$ cat src/gpc_pkg.sv
// Package for the GPIO port and pin controller: sizes, command and mode codes,
// per-pin configuration and the request/response transaction types.
// No dependencies; every other file of the block but gpc_ram imports it.
`default_nettype none

package gpc_pkg;

  localparam int unsigned PORT_COUNT    = 17;
  localparam int unsigned PINS_PER_PORT = 16;

  localparam int unsigned PORT_IDX_W = (PORT_COUNT > 1) ? $clog2(PORT_COUNT) : 1;
  localparam int unsigned PIN_IDX_W  = (PINS_PER_PORT > 1) ? $clog2(PINS_PER_PORT) : 1;

  // Command codes.
  localparam logic [2:0] CMD_SET_OUTPUT = 3'd0;
  localparam logic [2:0] CMD_SET_INPUT  = 3'd1;
  localparam logic [2:0] CMD_WRITE      = 3'd2;
  localparam logic [2:0] CMD_TOGGLE     = 3'd3;
  localparam logic [2:0] CMD_READ       = 3'd4;
  localparam logic [2:0] CMD_GET_DIR    = 3'd5;
  localparam logic [2:0] CMD_ALTERNATE  = 3'd6;
  localparam logic [2:0] CMD_CLOCK      = 3'd7;

  // Pin mode and speed codes.
  localparam logic [1:0] MODE_INPUT  = 2'd0;
  localparam logic [1:0] MODE_OUTPUT = 2'd1;
  localparam logic [1:0] MODE_ALT    = 2'd2;
  localparam logic [1:0] SPEED_HIGH  = 2'd2;

  localparam logic STATUS_DONE    = 1'b0;
  localparam logic STATUS_INVALID = 1'b1;

  typedef struct packed {
    logic [1:0] mode;
    logic       open_drain;
    logic [1:0] pull;
    logic [1:0] speed;
    logic       latch;
    logic [3:0] alt_sel;
  } pin_cfg_t;

  // One port's worth of pin settings is one memory word.
  typedef pin_cfg_t [PINS_PER_PORT-1:0] port_row_t;

  localparam int unsigned ROW_W = $bits(port_row_t);

  typedef struct packed {
    logic [2:0] cmd;
    logic [4:0] port;
    logic [4:0] pin;
    logic       level_value;
    logic [7:0] alt_function;
    logic       sampled_level;
  } gpc_req_t;

  typedef struct packed {
    logic       status;
    logic       answer;
    logic       latch_level;
    logic [1:0] pin_mode;
  } gpc_rsp_t;

  // Side information from the update logic to the state registers.
  typedef struct packed {
    logic addr_ok;
    logic clk_set;
  } upd_ctl_t;

  function automatic logic gpc_addr_ok(logic [4:0] port, logic [4:0] pin);
    logic port_ok;
    logic pin_ok;
    port_ok = ({27'd0, port} < PORT_COUNT);
    pin_ok  = ({27'd0, pin} < PINS_PER_PORT);
    return port_ok && pin_ok;
  endfunction

endpackage

`default_nettype wire

$ cat src/gpc_ram.sv
// Generic single-write, single-read RAM with a registered read port.
// Read returns the old contents when the same address is written in that cycle.
`default_nettype none

module gpc_ram #(
  parameter int unsigned WIDTH = 8,
  parameter int unsigned DEPTH = 16,
  localparam int unsigned AW = (DEPTH > 1) ? $clog2(DEPTH) : 1
) (
  input  wire logic             clk_i,
  input  wire logic             we_i,
  input  wire logic [AW-1:0]    waddr_i,
  input  wire logic [WIDTH-1:0] wdata_i,
  input  wire logic             re_i,
  input  wire logic [AW-1:0]    raddr_i,
  output logic      [WIDTH-1:0] rdata_o
);

  logic [WIDTH-1:0] mem_q [DEPTH];

  always_ff @(posedge clk_i) begin
    if (we_i) begin
      mem_q[waddr_i] <= wdata_i;
    end
    if (re_i) begin
      rdata_o <= mem_q[raddr_i];
    end
  end

endmodule

`default_nettype wire

$ cat src/gpc_pin_update.sv
// Per-command update of one pin: picks the addressed pin out of a port row,
// applies the command and builds the response. Uses gpc_pkg.
`default_nettype none

module gpc_pin_update import gpc_pkg::*; (
  input  wire gpc_req_t  req_i,
  input  wire port_row_t row_i,
  output port_row_t      row_o,
  output gpc_rsp_t       rsp_o,
  output upd_ctl_t       ctl_o
);

  logic [PIN_IDX_W-1:0] pin_idx;
  pin_cfg_t             cur;
  pin_cfg_t             nxt;
  logic                 answer;
  logic                 clk_set;
  logic                 ok;

  assign pin_idx = req_i.pin[PIN_IDX_W-1:0];
  assign cur     = row_i[pin_idx];
  assign ok      = gpc_addr_ok(req_i.port, req_i.pin);

  always_comb begin
    nxt     = cur;
    answer  = 1'b0;
    clk_set = 1'b0;
    case (req_i.cmd)
      CMD_SET_OUTPUT: begin
        clk_set        = 1'b1;
        nxt.latch      = 1'b0;
        nxt.open_drain = 1'b0;
        nxt.pull       = 2'd0;
        nxt.mode       = MODE_OUTPUT;
      end
      CMD_SET_INPUT: begin
        clk_set  = 1'b1;
        nxt.mode = MODE_INPUT;
      end
      CMD_WRITE:   nxt.latch = req_i.level_value;
      CMD_TOGGLE:  nxt.latch = ~cur.latch;
      CMD_READ:    answer = req_i.sampled_level;
      CMD_GET_DIR: answer = (cur.mode == MODE_OUTPUT);
      CMD_ALTERNATE: begin
        clk_set        = 1'b1;
        nxt.alt_sel    = req_i.alt_function[3:0];
        nxt.open_drain = 1'b0;
        nxt.speed      = SPEED_HIGH;
        nxt.mode       = MODE_ALT;
      end
      default: clk_set = 1'b1;
    endcase
  end

  always_comb begin
    row_o          = row_i;
    row_o[pin_idx] = nxt;
  end

  always_comb begin
    if (ok) begin
      rsp_o = '{status: STATUS_DONE, answer: answer, latch_level: nxt.latch,
                pin_mode: nxt.mode};
    end else begin
      rsp_o = '{status: STATUS_INVALID, answer: 1'b0, latch_level: 1'b0,
                pin_mode: 2'd0};
    end
  end

  assign ctl_o = '{addr_ok: ok, clk_set: clk_set && ok};

endmodule

`default_nettype wire

$ cat src/gpio_port_pin_controller_core.sv
// GPIO port and pin controller, top level. A transaction accepted at one edge
// is registered into the s1 stage, and its result then into rsp_o with done_o
// high. Throughput: one command per cycle, busy stays low; the port row memory
// is read in the accept cycle and written back in the cycle after, with forwarding
// between neighbors. Reset clears the port clocks and row valid bits,
// so every pin reads as input mode with all settings zero; results cannot be stalled.
`default_nettype none

module gpio_port_pin_controller_core import gpc_pkg::*; (
  input  wire logic     clk_i,
  input  wire logic     rst_ni,
  input  wire logic     start,
  output logic          busy,
  input  wire gpc_req_t req_i,
  output logic          done_o,
  output gpc_rsp_t      rsp_o
);

  logic                  accept;
  logic                  in_ok;
  logic                  s1_valid_q;
  gpc_req_t              s1_req_q;
  logic [PORT_IDX_W-1:0] s1_port;
  logic                  s1_ok;
  logic                  row_hit;
  logic                  fwd_hit;
  port_row_t             ram_rdata;
  port_row_t             row_cur;
  port_row_t             row_new;
  gpc_rsp_t              rsp_d;
  upd_ctl_t              ctl;
  logic                  wr_en;
  logic                  fwd_vld_q;
  logic [PORT_IDX_W-1:0] fwd_port_q;
  port_row_t             fwd_row_q;
  logic [PORT_COUNT-1:0] row_vld_q;
  logic [PORT_COUNT-1:0] port_clk_q;
  logic                  done_q;
  gpc_rsp_t              rsp_q;

  assign busy   = 1'b0;
  assign accept = start && !busy;
  assign in_ok  = gpc_addr_ok(req_i.port, req_i.pin);

  gpc_ram #(
    .WIDTH (ROW_W),
    .DEPTH (PORT_COUNT)
  ) u_row_ram (
    .clk_i   (clk_i),
    .we_i    (wr_en),
    .waddr_i (s1_port),
    .wdata_i (row_new),
    .re_i    (accept && in_ok),
    .raddr_i (req_i.port[PORT_IDX_W-1:0]),
    .rdata_o (ram_rdata)
  );

  assign s1_port = s1_req_q.port[PORT_IDX_W-1:0];
  assign s1_ok   = gpc_addr_ok(s1_req_q.port, s1_req_q.pin);
  assign row_hit = s1_ok && row_vld_q[s1_port];
  // The row written at the last edge is not yet in the read data.
  assign fwd_hit = fwd_vld_q && (fwd_port_q == s1_port);

  always_comb begin
    if (fwd_hit) begin
      row_cur = fwd_row_q;
    end else if (row_hit) begin
      row_cur = ram_rdata;
    end else begin
      row_cur = '0;
    end
  end

  gpc_pin_update u_update (
    .req_i (s1_req_q),
    .row_i (row_cur),
    .row_o (row_new),
    .rsp_o (rsp_d),
    .ctl_o (ctl)
  );

  assign wr_en = s1_valid_q && ctl.addr_ok;

  always_ff @(posedge clk_i or negedge rst_ni) begin
    if (!rst_ni) begin
      s1_valid_q <= 1'b0;
      fwd_vld_q  <= 1'b0;
      row_vld_q  <= '0;
      port_clk_q <= '0;
      done_q     <= 1'b0;
    end else begin
      s1_valid_q <= accept;
      fwd_vld_q  <= wr_en;
      done_q     <= s1_valid_q;
      if (wr_en) begin
        row_vld_q[s1_port] <= 1'b1;
        if (ctl.clk_set) begin
          port_clk_q[s1_port] <= 1'b1;
        end
      end
    end
  end

  always_ff @(posedge clk_i) begin
    if (accept) begin
      s1_req_q <= req_i;
    end
    if (wr_en) begin
      fwd_port_q <= s1_port;
      fwd_row_q  <= row_new;
    end
    if (s1_valid_q) begin
      rsp_q <= rsp_d;
    end
  end

  assign done_o = done_q;
  assign rsp_o  = rsp_q;

  a_latency: assert property (@(posedge clk_i) disable iff (!rst_ni)
    accept |=> ##1 done_o)
    else $error("result missing two cycles after accept");

  a_invalid_zero: assert property (@(posedge clk_i) disable iff (!rst_ni)
    (done_o && rsp_o.status == STATUS_INVALID) |->
      (!rsp_o.answer && !rsp_o.latch_level && rsp_o.pin_mode == 2'd0))
    else $error("invalid transaction returned nonzero fields");

  a_mode_legal: assert property (@(posedge clk_i) disable iff (!rst_ni)
    done_o |-> (rsp_o.pin_mode != 2'd3))
    else $error("pin mode out of range");

  a_row_vld_sticky: assert property (@(posedge clk_i) disable iff (!rst_ni)
    1'b1 |=> ((row_vld_q & $past(row_vld_q)) == $past(row_vld_q)))
    else $error("row valid bit cleared outside reset");

  a_clk_on: assert property (@(posedge clk_i) disable iff (!rst_ni)
    (wr_en && (s1_req_q.cmd == CMD_SET_OUTPUT || s1_req_q.cmd == CMD_SET_INPUT ||
               s1_req_q.cmd == CMD_ALTERNATE || s1_req_q.cmd == CMD_CLOCK))
      |=> port_clk_q[$past(s1_port)])
    else $error("port clock not enabled by configuring command");

endmodule

`default_nettype wire

$ cat config.mk
export PLATFORM = sky130hd
export DESIGN_NAME = gpio_port_pin_controller_core
export DESIGN_NICKNAME = d
export VERILOG_FILES = /design/src/gpc_pkg.sv /design/src/gpc_ram.sv /design/src/gpc_pin_update.sv /design/src/gpio_port_pin_controller_core.sv
export SDC_FILE = /design/constraint.sdc
export NUM_CORES = 1
export LEC_CHECK = 0
export BUFFER_PORTS_ARGS = -buffer_cell sky130_fd_sc_hd__buf_2
export CAP_MARGIN = 0
export CELL_PAD_IN_SITES_DETAIL_PLACEMENT = 0
export CELL_PAD_IN_SITES_GLOBAL_PLACEMENT = 1
export CORE_MARGIN = 2
export CORE_UTILIZATION = 35
export CTS_CLUSTER_DIAMETER = 120
export DETAILED_ROUTE_END_ITERATION = 7
export HOLD_SLACK_MARGIN = 0.1
export PLACE_DENSITY = 0.6
export REMOVE_ABC_BUFFERS = 1
export SETUP_SLACK_MARGIN = 0.1
export SYNTH_ARGS = -nofsm -noshare
export SYNTH_HDL_FRONTEND = slang
export SYNTH_SLANG_ARGS = --single-unit
$ cat constraint.sdc
create_clock -name clk_i -period 20.4 [get_ports clk_i]
set_clock_uncertainty 0.2 [all_clocks]
set_input_delay 2.04 -clock clk_i [delete_from_list [all_inputs] [get_ports clk_i]]
set_output_delay 2.04 -clock clk_i [all_outputs]
set_load 0.01 [all_outputs]
==> flow_metrics.env, run 1 <==
export IMPL_gr_usage_all_layers_pct=16.6
export IMPL_global_route_wire_length_before_repair_mm=134
export IMPL_antenna_cells=0
export IMPL_ys_warn_count=0
export IMPL_routed_wire_length_per_instance_microns=27.7
export IMPL_cell_area_after_technology_mapping_sq_um=37900
export IMPL_setup_viol=0
export IMPL_post_route_worst_setup_slack_ns=15.15
export IMPL_design_die_area_sq_um=111000
export IMPL_drtAntennaViolNets=0
export IMPL_numCtsBuffers=98
export IMPL_dpl_worst_slack_ns=14.86
export IMPL_max_stage_delay_ns=1.02
export IMPL_outcome="completed"
export IMPL_routed_wirelength_mm=91.6
export IMPL_finalWorstPathRequiredPeriod_ns=5.25
export IMPL_design_core_area_sq_um=107000
export IMPL_timing_reg2reg_worst_path_depth=7
export IMPL_layout_net_count=1845
export IMPL_worstPathBufferInverterCount=2
export IMPL_critical_path_top_delay_family="simple AND/OR/NAND/NOR gates"
export IMPL_fp_dieH_microns=333
export IMPL_die_width_microns=333
export IMPL_drv_slew=0
export IMPL_crit_path_end_kind="register"
export IMPL_drc=0
export IMPL_dpl_hpwl_mm=49.7
export IMPL_ctsHtreeMaxLevel=3
export IMPL_detail_route_vias_per_cell=5.52
export IMPL_cts_tree="done"
export IMPL_min_path_type="reg -> reg"
export IMPL_power_static_leakage_nw=13.7
export IMPL_synth_area_per_cell_sq_um=21.8
export IMPL_drt_first_pass_iters=7
export IMPL_yosys_cell_types_count=64
export IMPL_synth_seq_area_share_pct=75.6
export IMPL_max_slew_margin_pct=12.3
export IMPL_arrival_ns=5.32
export IMPL_clock_path_buffers=3
export IMPL_cts_post_setup_buffers_inserted=0
export IMPL_crit_path_cell_trace="o41ai_1, nand2b_1, nor2_4, buf_4, nand3_1, nor2_4, buf_4"
export IMPL_startpoint_type="register"
export IMPL_insertion_delay_ns=0.69
export IMPL_clock_sinks=957
export IMPL_dr_first_iter_drc_count=1940
export IMPL_num_rows=120
export IMPL_initial_standard_cell_utilization_of_the_core_pct=35.3
export IMPL_cts_repair_resize_count=0
export IMPL_fin_crit_sh_pct=25.8
export IMPL_synth_async_reset_ratio_pct=2.09
export IMPL_regToRegStartpoint="s1_port[0]"
export IMPL_hold_path_endpoint="row_vld_q[11]"
export IMPL_boundaryPins=33
export IMPL_grt_max_degree=91
export IMPL_gp_congestion=0.877
export IMPL_cts_root_buf="clkbuf_16"
export IMPL_gate_count_of_the_mapped_netlist=1738
export IMPL_worst_endpoint_required_ns=20.47
export IMPL_gr_total_overflow=0
export IMPL_area_growth_syn_to_layout_pct=13.9
export IMPL_grt_setup_unrepaired="no"
export IMPL_first_global_vias=18800
export IMPL_worstMarginPinSlew_ns=1.31
export IMPL_dr_total_vias=18300
export IMPL_io_buffer_count=23
export IMPL_antenna_violations_before_repair=2
export IMPL_critical_path_slowest_cell="nor2_4"
export IMPL_power_ir_vdd_worst_uv=66.5
export IMPL_finalHoldViolCount=0
export IMPL_r2r_slack_ns=15.15
export IMPL_fmax_mhz=190
export IMPL_worst_hold_startpoint="row_vld_q[11]"
export IMPL_min_delay_path_depth=1
export IMPL_synth_top_flop_cell="edfxtp_1"
export IMPL_worst_setup_hold_path_clk_slew_ns=0.06
export IMPL_post_synth_top_area_cell="edfxtp_1"
export IMPL_rr_endpoint="u_row_ram.mem_q[3][76]"
export IMPL_yosys_register_bits=957
export IMPL_cts_hold_buf=0
export IMPL_timing_setup_tns_ns=0
export IMPL_crit_fanout=58
export IMPL_drv_cap=0
export IMPL_synth_edff_count=937
export IMPL_synth_largest_type_area_fraction_pct=74.3
export IMPL_synth_top_cells_by_area="edfxtp_1 (74%), mux4_2 (15%), mux2_2 (1.5%)"
export IMPL_worst_setup_path_type="reg -> reg"
export IMPL_powerDensity_nw_per_um2=96.8
export IMPL_final_layout_size_suffix_gt1_share_pct=31.9
flip-flops by register name, indices dropped and copies added (netlist names), 5 cells and up:
register	flops
fwd_row_q	48
s1_req_q	10
u_row_ram.rdata_o	48
u_row_ram.mem_q	816
rsp_o	5
row_vld_q	17
s1_port	5
fwd_port_q	5
synth_stat cells (all sizes together) (8+ instances only):
library cell,n
mux4,253
a221o,16
nor2b,8
a31oi,18
clkbuf,48
a211oi,13
nor3,8
mux2,52
nand2,61
or2,18
buf,54
a21oi,14
a221oi,25
o21ai,23
a22oi,14
edfxtp,937
mux2i,9
dfrtp,20
nor2,52
cells by family after synthesis:
| kind of cell | count (synthesis) | synth area share (%) |
|---|---|---|
| flip-flops | 957 | 75.6 |
| AO/OA/AOI/OAI | 156 | 3.37 |
| AND/OR/NAND/NOR | 199 | 2.73 |
| multiplexers | 314 | 16.8 |
| buffers and inverters | 106 | 1.31 |
| XOR/XNOR | 5 | 0.116 |
| other | 1 | 0.00990 |
routing by layer:
| metal | vias up | track usage (%) | routed length, microns |
|---|---|---|---|
| met2 | 571 | 26.9 | 44900 |
| met4 | 2 | 4.25 | 1970 |
| met1 | 9973 | 23.5 | 39700 |
| li1 | 7570 | - | - |
| met3 | 135 | 2.48 | 5050 |
| met5 | - | 0 | 13 |
power breakdown:
group | switching [mW] | internal (mW) | total, mW
clock | 0.750 | 0.999 | 1.75
combinational | 0.127 | 0.0915 | 0.219
sequential | 0.0186 | 2.19 | 2.20
worst max path at each step:
stage | to | cells after the start | start | slack (ns)
2_1_floorplan | u_row_ram.mem_q[8][100] | 5 | s1_port[0] | 13.61
3_3_place_gp | u_row_ram.rdata_o[166] | 5 | req_i[15] | 14.89
3_5_place_dp | u_row_ram.rdata_o[166] | 5 | req_i[15] | 14.86
4_1_cts | u_row_ram.mem_q[2][76] | 7 | s1_port[0] | 15.02
5_1_grt | u_row_ram.mem_q[2][178] | 7 | s1_port[0] | 14.88
6_report | u_row_ram.mem_q[3][76] | 7 | s1_port[0] | 15.15
through the flow:
stage	cell area [sq um]	total power [mW]	hold WS (ns)	std cells	util (%)
after floorplan	37400	2.37	0.234	1636	-
after global placement	39900	2.46	0.247	3122	37.2
after detailed placement	39900	2.47	0.251	3122	37.2
after CTS	43100	4.21	0.266	3305	40.2
after global routing	43100	4.31	0.273	3305	40.2
final	43100	4.17	0.262	3305	40.2
placed cells by master (no fill, tap or decap), drive strengths merged, types with 5 or more instances in the layout:
cell type | netlist | layout
a211oi | 13 | 13
a21oi | 14 | 14
a221o | 16 | 16
a221oi | 25 | 25
a22oi | 14 | 14
a31oi | 18 | 18
a32oi | 5 | 5
and3 | 6 | 6
buf | 54 | 82
bufinv | 0 | 8
clkbuf | 48 | 118
clkinv | 0 | 49
dfrtp | 20 | 20
edfxtp | 937 | 937
inv | 4 | 9
mux2 | 52 | 52
mux2i | 9 | 9
mux4 | 253 | 253
nand2 | 61 | 61
nand2b | 7 | 7
nand3 | 6 | 6
nand3b | 5 | 5
nor2 | 52 | 52
nor2b | 8 | 8
nor3 | 8 | 8
nor3b | 5 | 5
o21ai | 23 | 23
or2 | 18 | 18
xnor2 | 5 | 5
layout make-up:
cell class | instances | area, sq um
well taps | 1403 | 1760
repair buffers | 83 | 602
clock inverters | 66 | 602
inverters | 4 | 15.0
multi-input cells | 675 | 8950
fillers | 9441 | 64100
flip-flops and latches | 957 | 28600
clock buffers | 117 | 2550
(Power assumes the default switching activity.)
==> run 2, diff against run 1 <==
- clock period: 20.4 -> 5.5 ns (I/O delays scaled with it)
==> run 2 against run 1 <==
Effect of this change:
- clock-buffer cell count shrank 2
- cell area grew 1.6%
- flip-flop and latch count unchanged
- worst hold slack got worse by 0.068 ns
- die area unchanged
- non-clock buffer count grew 44
==> flow_metrics.env, run 2 (synthesis results as in run 1) <==
export IMPL_outcome="completed"
export IMPL_design_core_area_sq_um=107000
export IMPL_drv_slew=0
export IMPL_cts_tree="done"
export IMPL_powerDensity_nw_per_um2=366
export IMPL_r2r_slack_ns=0.62
export IMPL_io_buffer_count=23
export IMPL_design_die_area_sq_um=111000
export IMPL_worst_endpoint_required_ns=5.61
export IMPL_hold_slack_ns=0.194
export IMPL_startpoint_type="register"
export IMPL_antenna_cells=0
export IMPL_arrival_ns=4.99
export IMPL_crit_fanout=18
export IMPL_fmax_mhz=205
export IMPL_die_width_microns=333
export IMPL_cp_startpoint="s1_port[0]"
export IMPL_clock_sinks=957
export IMPL_max_stage_delay_ns=0.91
export IMPL_worstMarginPinSlew_ns=1.35
export IMPL_dpl_hpwl_mm=51.0
export IMPL_worst_setup_path_type="reg -> reg"
export IMPL_power_ir_vdd_worst_uv=224
export IMPL_finalWorstPathRequiredPeriod_ns=4.88
export IMPL_gp_congestion=0.847
export IMPL_grt_max_degree=115
export IMPL_global_route_wire_length_before_repair_mm=137
export IMPL_grt_setup_unrepaired="no"
export IMPL_routed_wirelength_mm=93.9
export IMPL_area_growth_syn_to_layout_pct=15.6
export IMPL_placedInstanceArea_sq_um=40200
export IMPL_drc=0
export IMPL_drv_cap=0
export IMPL_boundaryPins=33
export IMPL_dr_total_vias=18500
export IMPL_max_flop_register="u_row_ram.mem_q"
export IMPL_crit_path_end_kind="register"
export IMPL_largest_reg_flops=816
export IMPL_layout_net_count=1890
export IMPL_drt_first_pass_iters=5
export IMPL_largest_registers="u_row_ram.mem_q (816), fwd_row_q (48), u_row_ram.rdata_o (48)"
export IMPL_clock_path_buffers=3
export IMPL_layout_cells_most_common_list="edfxtp_1 (937), mux4_2 (253), clkbuf_16 (101)"
export IMPL_insertion_delay_ns=0.68
export IMPL_initial_standard_cell_utilization_of_the_core_pct=35.3
export IMPL_critical_path_slowest_cell="nor2_1"
export IMPL_crit_path_cell_trace="o41ai_1, nand2b_1, a31oi_2, a311oi_2, o221ai_2, buf_4, a211oi_2, nor2_1"
export IMPL_gr_total_overflow=0
export IMPL_max_slew_margin_pct=9.79
export IMPL_regToRegStartpoint="s1_port[0]"
export IMPL_numCtsBuffers=99
export IMPL_worst_setup_hold_path_clk_slew_ns=0.06
export IMPL_worstPathBufferInverterCount=1
export IMPL_routed_wire_length_per_instance_microns=28.0
export IMPL_rr_endpoint="u_row_ram.mem_q[8][70]"
export IMPL_timing_reg2reg_worst_path_depth=8
export IMPL_first_global_vias=19100
export IMPL_detail_route_vias_per_cell=5.52
export IMPL_finalHoldViolCount=0
export IMPL_fin_area_sq_um=43800
export IMPL_drtAntennaViolNets=0
export IMPL_gr_usage_all_layers_pct=17.0
export IMPL_dr_first_iter_drc_count=1847
export IMPL_cts_root_buf="clkbuf_16"
export IMPL_layout_cells_most_common="edfxtp_1"
export IMPL_power_static_leakage_nw=14.1
export IMPL_critical_path_top_delay_family="compound AO/OA/AOI/OAI gates"
export IMPL_finalCoreUtilization_pct=40.8
export IMPL_fin_crit_sh_pct=88.7
export IMPL_antenna_violations_before_repair=0
export IMPL_num_rows=120
export IMPL_ctsHtreeMaxLevel=3
export IMPL_setup_viol=0
export IMPL_fp_dieH_microns=333
export IMPL_min_path_type="in -> async"
export IMPL_final_layout_size_suffix_gt1_share_pct=33.1
-- run 2: worst reg2reg max path, delay by kind of cell, from the launching register on --
| family | cells | cell delay, ns |
|---|---|---|
| AOI/OAI and AO/OA | 5 | 2.11 |
| buffers and inverters | 1 | 0.31 |
| DFF | 1 | 0.61 |
| and+or+nand+nor | 2 | 1.28 |
-- run 2: repair_timing --
action                                  CTS  global route
endpoints found under the hold margin    31             0
gates resized for setup                   0             0
endpoints found under the setup margin    0             0
hold buffers                             12             0
buffers inserted                          0             0
-- run 2: metal layers --
layer	global-route usage [%]	vias up	part of all wire, %
met3	2.65	120	5.2
met4	4.06	0	1.8
met2	27.9	574	49
li1	-	7661	-
met5	0	-	0
met1	23.7	10100	44
-- run 2: power breakdown --
part           total (mW)  leakage, nW  internal (mW)  switching, mW
combinational       0.827         3.29          0.357          0.470
sequential           8.18         9.09           8.11         0.0742
clock                7.02         1.67           4.17           2.85
total                16.0         14.1           12.6           3.39
-- run 2: how the worst max path moves through the flow --
stage	slack [ns]	cells past startpoint	to
2_1_floorplan	-1.29	5	u_row_ram.mem_q[8][100]
3_3_place_gp	0.94	8	u_row_ram.mem_q[14][70]
3_5_place_dp	0.76	8	u_row_ram.mem_q[3][70]
4_1_cts	0.73	8	u_row_ram.mem_q[9][70]
5_1_grt	0.41	8	u_row_ram.mem_q[3][70]
6_report	0.62	8	u_row_ram.mem_q[8][70]
-- run 2: final cells by class --
cell class                      count  area (sq um)
Fill cell                        9434         63400
Sequential cell                   957         28600
Multi-Input combinational cell    675          8910
Clock buffer                      115          2610
Tap cell                         1403          1760
Timing Repair Buffer              127          1020
Clock inverter                     70           832
Inverter                            4          15.0
-- run 2: metrics by stage --
step	TNS, ns	std cells	power (mW)	setup slack (ns)
6_report	0	3351	16.0	0.621
5_1_grt	0	3351	16.5	0.412
4_1_cts	0	3350	16.2	0.729
3_5_place_dp	0	3153	9.16	0.759
3_3_place_gp	0	3153	9.14	0.935
2_1_floorplan	-1055.77	1636	8.78	-1.29
